`src/rtl/trc_pkg.sv`:
```
// Shared types and constants for the trace event ring.
// Used by trc_ctrl, trc_dpath and trace_event_ring_with_drop_count.
`default_nettype none

package trc_pkg;

  localparam int RING_DEPTH_DEF = 1024;
  localparam int MAX_BURST_DEF  = 64;
  localparam int BURST_W        = 7;
  localparam int CNT_W          = 32;

  localparam logic [1:0] OP_RECORD = 2'd0;
  localparam logic [1:0] OP_DRAIN  = 2'd1;
  localparam logic [1:0] OP_CLEAR  = 2'd2;

  localparam logic [2:0] KIND_RECORDED = 3'd0;
  localparam logic [2:0] KIND_DROPPED  = 3'd1;
  localparam logic [2:0] KIND_ENTRY    = 3'd2;
  localparam logic [2:0] KIND_EMPTY    = 3'd3;
  localparam logic [2:0] KIND_CLEARED  = 3'd4;

  typedef struct packed {
    logic [1:0]         op;
    logic [7:0]         slot;
    logic [63:0]        handle;
    logic [31:0]        arg_a;
    logic [31:0]        arg_b;
    logic [31:0]        arg_c;
    logic [63:0]        time_us;
    logic [BURST_W-1:0] drain_max;
  } in_item_t;

  typedef struct packed {
    logic [2:0]       kind;
    logic [63:0]      ev_time;
    logic [7:0]       ev_slot;
    logic [63:0]      ev_handle;
    logic [31:0]      ev_a;
    logic [31:0]      ev_b;
    logic [31:0]      ev_c;
    logic             last;
    logic [CNT_W-1:0] recorded_total;
    logic [CNT_W-1:0] dropped_total;
    logic             half_full;
  } out_item_t;

  // Controller to datapath.
  typedef struct packed {
    logic       write;
    logic       drop;
    logic       read;
    logic       clear;
    logic       emit;
    logic [2:0] kind;
    logic       last;
  } dp_cmd_t;

  // Datapath to controller. occ_sat is occupancy capped at the burst limit.
  typedef struct packed {
    logic               empty;
    logic               full;
    logic [BURST_W-1:0] occ_sat;
  } dp_status_t;

endpackage

`default_nettype wire

```
`src/rtl/trc_ctrl.sv`:
```
// Controller FSM for the trace event ring: decodes beats, sequences drains.
// Depends on trc_pkg.
`default_nettype none

module trc_ctrl
  import trc_pkg::*;
#(
  parameter int MAX_BURST = MAX_BURST_DEF
) (
  input  wire logic       clk,
  input  wire logic       rst_n,
  input  wire logic       start,
  input  wire logic [1:0] op,
  input  wire logic [BURST_W-1:0] drain_max,
  input  wire dp_status_t status,
  output logic            busy,
  output dp_cmd_t         cmd
);

  localparam int BW = $clog2(MAX_BURST + 1);
  localparam logic [BURST_W-1:0] BURST_LIM = BURST_W'(MAX_BURST);

  typedef enum logic {S_IDLE, S_DRAIN} state_t;

  state_t           state_r, state_nxt;
  logic [BW-1:0]    remain_r, remain_nxt;
  logic [BURST_W-1:0] want, take;
  logic             accept;

  assign busy   = (state_r == S_DRAIN);
  assign accept = start && !busy;

  // Clamp request, then to what is in the ring.
  assign want = (drain_max > BURST_LIM) ? BURST_LIM : drain_max;
  assign take = (status.occ_sat < want) ? status.occ_sat : want;

  always_comb begin
    cmd        = '0;
    state_nxt  = state_r;
    remain_nxt = remain_r;
    unique case (state_r)
      S_IDLE: begin
        if (accept) begin
          unique case (op)
            OP_RECORD: begin
              cmd.emit = 1'b1;
              cmd.last = 1'b1;
              if (status.full) begin
                cmd.drop = 1'b1;
                cmd.kind = KIND_DROPPED;
              end else begin
                cmd.write = 1'b1;
                cmd.kind  = KIND_RECORDED;
              end
            end
            OP_DRAIN: begin
              if (want != '0) begin
                cmd.emit = 1'b1;
                if (status.empty) begin
                  cmd.kind = KIND_EMPTY;
                  cmd.last = 1'b1;
                end else begin
                  cmd.read   = 1'b1;
                  cmd.kind   = KIND_ENTRY;
                  cmd.last   = (take == BURST_W'(1));
                  remain_nxt = BW'(take - BURST_W'(1));
                  if (take != BURST_W'(1)) begin
                    state_nxt = S_DRAIN;
                  end
                end
              end
            end
            OP_CLEAR: begin
              cmd.clear = 1'b1;
              cmd.emit  = 1'b1;
              cmd.kind  = KIND_CLEARED;
              cmd.last  = 1'b1;
            end
            default: begin
              // unused opcode: no result
            end
          endcase
        end
      end
      S_DRAIN: begin
        // pop one entry a cycle until the burst is done
        cmd.read   = 1'b1;
        cmd.emit   = 1'b1;
        cmd.kind   = KIND_ENTRY;
        cmd.last   = (remain_r == BW'(1));
        remain_nxt = remain_r - BW'(1);
        if (remain_r == BW'(1)) begin
          state_nxt = S_IDLE;
        end
      end
      default: begin
        state_nxt = S_IDLE;
      end
    endcase
  end

  always_ff @(posedge clk) begin
    if (!rst_n) begin
      state_r  <= S_IDLE;
      remain_r <= '0;
    end else begin
      state_r  <= state_nxt;
      remain_r <= remain_nxt;
    end
  end

`ifndef SYNTHESIS
  a_drain_pops: assert property (@(posedge clk) disable iff (!rst_n)
    busy |-> (cmd.read && cmd.emit && (cmd.kind == KIND_ENTRY)))
    else $error("drain cycle without a pop");

  a_last_ends_burst: assert property (@(posedge clk) disable iff (!rst_n)
    (cmd.read && cmd.last) |=> !busy)
    else $error("busy held after final drained entry");

  a_remain_nonzero: assert property (@(posedge clk) disable iff (!rst_n)
    busy |-> (remain_r != '0))
    else $error("drain in progress with nothing left");
`endif

endmodule

`default_nettype wire

```
`config.mk`:
```
export PLATFORM = sky130hd
export DESIGN_NAME = trc_ctrl
export DESIGN_NICKNAME = d
export VERILOG_FILES = /design/src/rtl/trc_pkg.sv /design/src/rtl/trc_ctrl.sv
export SDC_FILE = /design/constraint.sdc
export NUM_CORES = 1
export LEC_CHECK = 0
export ABC_AREA = 1
export BUFFER_PORTS_ARGS = -buffer_cell sky130_fd_sc_hd__buf_2
export CAP_MARGIN = 20
export CORE_MARGIN = 2
export CORE_UTILIZATION = 45
export CTS_BUF_LIST = sky130_fd_sc_hd__clkbuf_4
export DETAILED_ROUTE_END_ITERATION = 8
export PLACE_DENSITY = 0.76
export SYNTH_ARGS = -nofsm -noshare
export SYNTH_HDL_FRONTEND = slang
export SYNTH_SLANG_ARGS = --single-unit
```
`constraint.sdc`:
```
create_clock -name clk -period 6.7 [get_ports clk]
set_input_delay 1.005 -clock clk [delete_from_list [all_inputs] [get_ports clk]]
set_output_delay 1.005 -clock clk [all_outputs]
set_load 0.005 [all_outputs]
```
==> metrics.txt <==
# TYPE chip_impl_metric gauge
chip_impl_metric{name="placementRows",unit=""} 18
chip_impl_metric{name="layout.nets",unit=""} 255
chip_impl_info{name="run_status",value="complete, no violations"} 1
chip_impl_metric{name="maxCapViolations",unit=""} 0
chip_impl_metric{name="setup_violations",unit=""} 0
chip_impl_metric{name="htree_num_levels",unit=""} 1
chip_impl_metric{name="area_growth",unit="%"} 15.0
chip_impl_info{name="synth.largest_area_cell",value="nand2_1"} 1
chip_impl_info{name="synth_ff_type",value="dfxtp_1"} 1
chip_impl_metric{name="drc_errors",unit=""} 0
chip_impl_metric{name="critical_path_arrival",unit="ns"} 3.71
chip_impl_metric{name="yosysUniqueCellTypes",unit=""} 29
chip_impl_info{name="yosysMostFrequentCell",value="nand2_1"} 1
chip_impl_metric{name="clkSlewWorstSetupHoldPaths",unit="ns"} 0.05
chip_impl_metric{name="synthesis.yosys.warnings",unit=""} 0
chip_impl_metric{name="power_density",unit="mW/mm²"} 144
chip_impl_metric{name="seq_area_frac_synth",unit="%"} 14.0
chip_impl_metric{name="final.period_utilization",unit="%"} 70.3
chip_impl_info{name="worst_path_most_repeated_cell",value="nand2_1"} 1
chip_impl_metric{name="detail_route.vias_per_cell",unit=""} 5.09
chip_impl_metric{name="final.setup_skew",unit="ns"} 0.00155
chip_impl_metric{name="synth_largest_type_area_fraction",unit="%"} 14.1
chip_impl_metric{name="regToRegSetupSlack",unit="ns"} 4.94
chip_impl_info{name="ys_top_cells_by_area",value="nand2_1 (14%), dfxtp_1 (14%), ha_1 (11%)"} 1
chip_impl_metric{name="number_of_diodes_added_for_antenna_fixing",unit=""} 0
chip_impl_metric{name="insertion_delay",unit="ns"} 0.25
chip_impl_metric{name="final_max_slew_viol_count",unit=""} 0
chip_impl_metric{name="netsw",unit="mW"} 0.0806
chip_impl_metric{name="p_seq_share",unit="%"} 28.5
chip_impl_metric{name="worst_pin_slew",unit="ns"} 0.756
chip_impl_info{name="cts_tree",value="built"} 1
chip_impl_info{name="root_buf_cell",value="clkbuf_4"} 1
chip_impl_metric{name="slew_headroom",unit="%"} 49.5
chip_impl_metric{name="filler_cell_count",unit=""} 266
chip_impl_metric{name="grt-ovfl-total",unit=""} 0
chip_impl_metric{name="routed-via-count",unit=""} 1283
chip_impl_metric{name="timing.critical_path.required",unit="ns"} 5.69
chip_impl_metric{name="pin_count",unit=""} 31
chip_impl_metric{name="placedInstanceArea",unit="mm²"} 0.00129
chip_impl_metric{name="clock_path_buffers",unit=""} 2
chip_impl_metric{name="drive_gt1_share",unit="%"} 24.8
chip_impl_metric{name="period_minus_slack",unit="ns"} 4.71
chip_impl_metric{name="layout.cells.non_filler",unit=""} 252
chip_impl_metric{name="final_critical_path_setup_slack",unit="ns"} 1.99
chip_impl_metric{name="finalHoldViolations",unit=""} 0
chip_impl_metric{name="postSynthRegisterBits",unit=""} 8
chip_impl_metric{name="dpl_worst_slack",unit="ns"} 2.05
chip_impl_metric{name="netlist_area",unit="mm²"} 0.00114
chip_impl_info{name="worst_path_slowest_cell",value="a211oi_2"} 1
chip_impl_info{name="path_class",value="input port to primary output"} 1
chip_impl_info{name="critPathTopFamily",value="simple AND/OR/NAND/NOR gates"} 1
chip_impl_metric{name="critPathBufInv",unit=""} 3
chip_impl_metric{name="dp_hpwl",unit="mm"} 2.15
chip_impl_metric{name="post-route-cell-area",unit="mm²"} 0.00132
chip_impl_metric{name="drtIter0Drc",unit=""} 25
chip_impl_metric{name="clkSinkCount",unit=""} 8
chip_impl_metric{name="antenna_violations_before_repair",unit=""} 0
chip_impl_metric{name="detail_route.wl_per_cell",unit="µm"} 10.2
chip_impl_info{name="worstSetupStartpointType",value="input port"} 1
chip_impl_metric{name="final_layout_setup_total_negative_slack",unit="ns"} 0
chip_impl_metric{name="postCtsResizedCells",unit=""} 0
chip_impl_metric{name="drtPass1Iterations",unit=""} 4
chip_impl_metric{name="internal_power",unit="mW"} 0.108
chip_impl_metric{name="track_usage",unit="%"} 20.0
chip_impl_metric{name="power.clock.fraction",unit="%"} 19.8
chip_impl_info{name="holdCritPathClass",value="flip-flop to flip-flop"} 1
chip_impl_metric{name="postCtsHoldBufs",unit=""} 0
chip_impl_metric{name="core_area",unit="mm²"} 0.00245
chip_impl_metric{name="max_freq",unit="GHz"} 0.212
chip_impl_metric{name="floorplan.die.width",unit="µm"} 54.4
chip_impl_metric{name="grt_pass1_wl",unit="mm"} 4.53
chip_impl_metric{name="number_of_enable_flip_flop_cells_after_synthesis",unit=""} 0
chip_impl_metric{name="drtAntennaViolNets",unit=""} 0
chip_impl_metric{name="placed_cells_incl_taps",unit=""} 249
chip_impl_info{name="worst_setup_path_end_kind",value="primary output"} 1
chip_impl_metric{name="via_count_of_the_first_global_routing_pass",unit=""} 1128
chip_impl_metric{name="whs_path_depth",unit=""} 2
chip_impl_metric{name="dieArea",unit="mm²"} 0.00296
chip_impl_info{name="synth.top_cells.by_count",value="nand2_1 (43), inv_1 (28), nor2_1 (20), nand3_1 (19), a21oi_1 (13)"} 1
chip_impl_metric{name="number_of_buffers_created_by_cts",unit=""} 3
chip_impl_info{name="rsz0062_at_grt",value="no"} 1
chip_impl_metric{name="postSynthAreaPerCell",unit="µm²"} 5.90
chip_impl_metric{name="post-cts-setup-buffer-count",unit=""} 0
chip_impl_metric{name="vdd_ir_drop_max",unit="µV"} 127
chip_impl_metric{name="share_comb_of_total_power",unit="%"} 51.7
chip_impl_metric{name="critical_path_depth",unit=""} 18
chip_impl_info{name="crit_chain",value="buf_2, nor2_1, nand3_1, nand2_2, nand2_1, ha_1, nand2_1, nor2_1, a211oi_2, nand2_2, nand2_1, nand2_2, ha_1, nand3_1, nand2_1, o21ai_1, inv_1, buf_2"} 1
chip_impl_metric{name="floorplan.initialDensity",unit="%"} 46.6
chip_impl_metric{name="netSwitchingFraction",unit="%"} 42.6
chip_impl_metric{name="gp_congestion",unit=""} 0.858
chip_impl_metric{name="p_leak",unit="nW"} 0.747
chip_impl_metric{name="async_flop_share",unit="%"} 0
chip_impl_metric{name="syn-num-nets",unit=""} 225
chip_impl_metric{name="pin_count_of_the_biggest_net_entering_global_routing",unit=""} 13
chip_impl_metric{name="synthesis.instances",unit=""} 194
chip_impl_metric{name="worstRegToRegCells",unit=""} 6
chip_impl_metric{name="path_max_fanout",unit=""} 12
chip_impl_metric{name="dieHeight",unit="µm"} 54.4
chip_impl_metric{name="io_buffer_count",unit=""} 30
chip_impl_metric{name="finalWirelength",unit="mm"} 2.57
chip_impl_metric{name="timing.critical_path.slowest_cell_delay",unit="ns"} 0.60
[worst paths after layout]
kind,to,from
setup / recovery,cmd[0],drain_max[4]
setup reg to reg,remain_r[4]$_SDFFE_PN0P_,busy$_SDFF_PN0_
hold / removal,remain_r[1]$_SDFFE_PN0P_,remain_r[1]$_SDFFE_PN0P_
hold reg to reg,remain_r[1]$_SDFFE_PN0P_,remain_r[1]$_SDFFE_PN0P_
[stage by stage]
stage	util (%)	total power, mW	hold slack [ns]
2_1_floorplan	-	0.131	0.489
3_3_place_gp	52.7	0.151	0.523
3_5_place_dp	52.7	0.152	0.540
4_1_cts	53.6	0.190	0.547
5_1_grt	53.6	0.206	0.566
6_report	53.6	0.189	0.549
[cells by family (layout without fill, tap and decap cells)]
group	after synthesis	count (layout)	synth area share, %
compound gates	35	35	17.8
xor+xnor	2	2	1.53
fa+ha+maj	10	10	10.9
buf+inv	35	63	13.2
flops	8	8	14.0
simple gates	104	104	42.5
[metal layers]
metal	part of all wire (%)	GRT usage (%)	up-vias	wire length, µm
met2	46	33.9	42	1190
met5	0	0	-	0
met1	48	27.6	560	1240
met3	5.7	4.10	0	146
met4	0	0.417	0	0
li1	-	-	681	-
[power by group through the flow]
stage / sequential (mW) / combinational (mW) / clock, mW
global placement: 0.0548 / 0.0967 / 0
floorplan: 0.0537 / 0.0772 / 0
global route: 0.0544 / 0.112 / 0.0395
finish: 0.0538 / 0.0978 / 0.0374
detailed placement: 0.0548 / 0.0972 / 0
CTS: 0.0537 / 0.0980 / 0.0384
[registers in the layout, summed over array words and instances, names as in the netlist]
signal,flops
remain_r,7
busy,1
[cell usage in the layout (no fill, tap or decap)]
master | synthesis | layout
a21oi_1 | 13 | 13
inv_1 | 28 | 28
o21ai_0 | 9 | 9
nand2_2 | 11 | 11
clkbuf_4 | 0 | 3
nor4_1 | 1 | 1
xor2_1 | 1 | 1
clkinv_1 | 1 | 1
nand2_1 | 43 | 43
inv_2 | 1 | 1
buf_2 | 1 | 30
o22ai_1 | 1 | 1
nand3_1 | 19 | 19
o221ai_1 | 1 | 1
nand3b_1 | 3 | 3
nor2_2 | 4 | 4
nand3_4 | 1 | 1
nor2_1 | 20 | 20
a211oi_1 | 2 | 2
xnor2_1 | 1 | 1
a21oi_2 | 3 | 3
nand3_2 | 1 | 1
ha_1 | 10 | 10
nor3_1 | 1 | 1
o21ai_1 | 5 | 5
a211oi_2 | 1 | 1
dfxtp_1 | 8 | 8
[worst register-to-register path, cell delays in order, from the launching register on]
cell,delay (ns)
dfxtp_1,0.55
clkinv_1,0.38
nand2_2,0.25
inv_1,0.17
a21oi_1,0.14
nand2_1,0.08
a21oi_2,0.13
[cell type report]
| class | instances | area [µm²] | area share [%] |
|---|---|---|---|
| sequential | 8 | 160 | 12.2 |
| clock buffer | 3 | 22.5 | 1.71 |
| tap | 30 | 37.5 | 2.85 |
| inverter | 30 | 113 | 8.56 |
| timing repair buffer | 30 | 150 | 11.4 |
| multi-input combinational | 151 | 833 | 63.3 |
No activity file was read; power rests on OpenSTA's default activity.
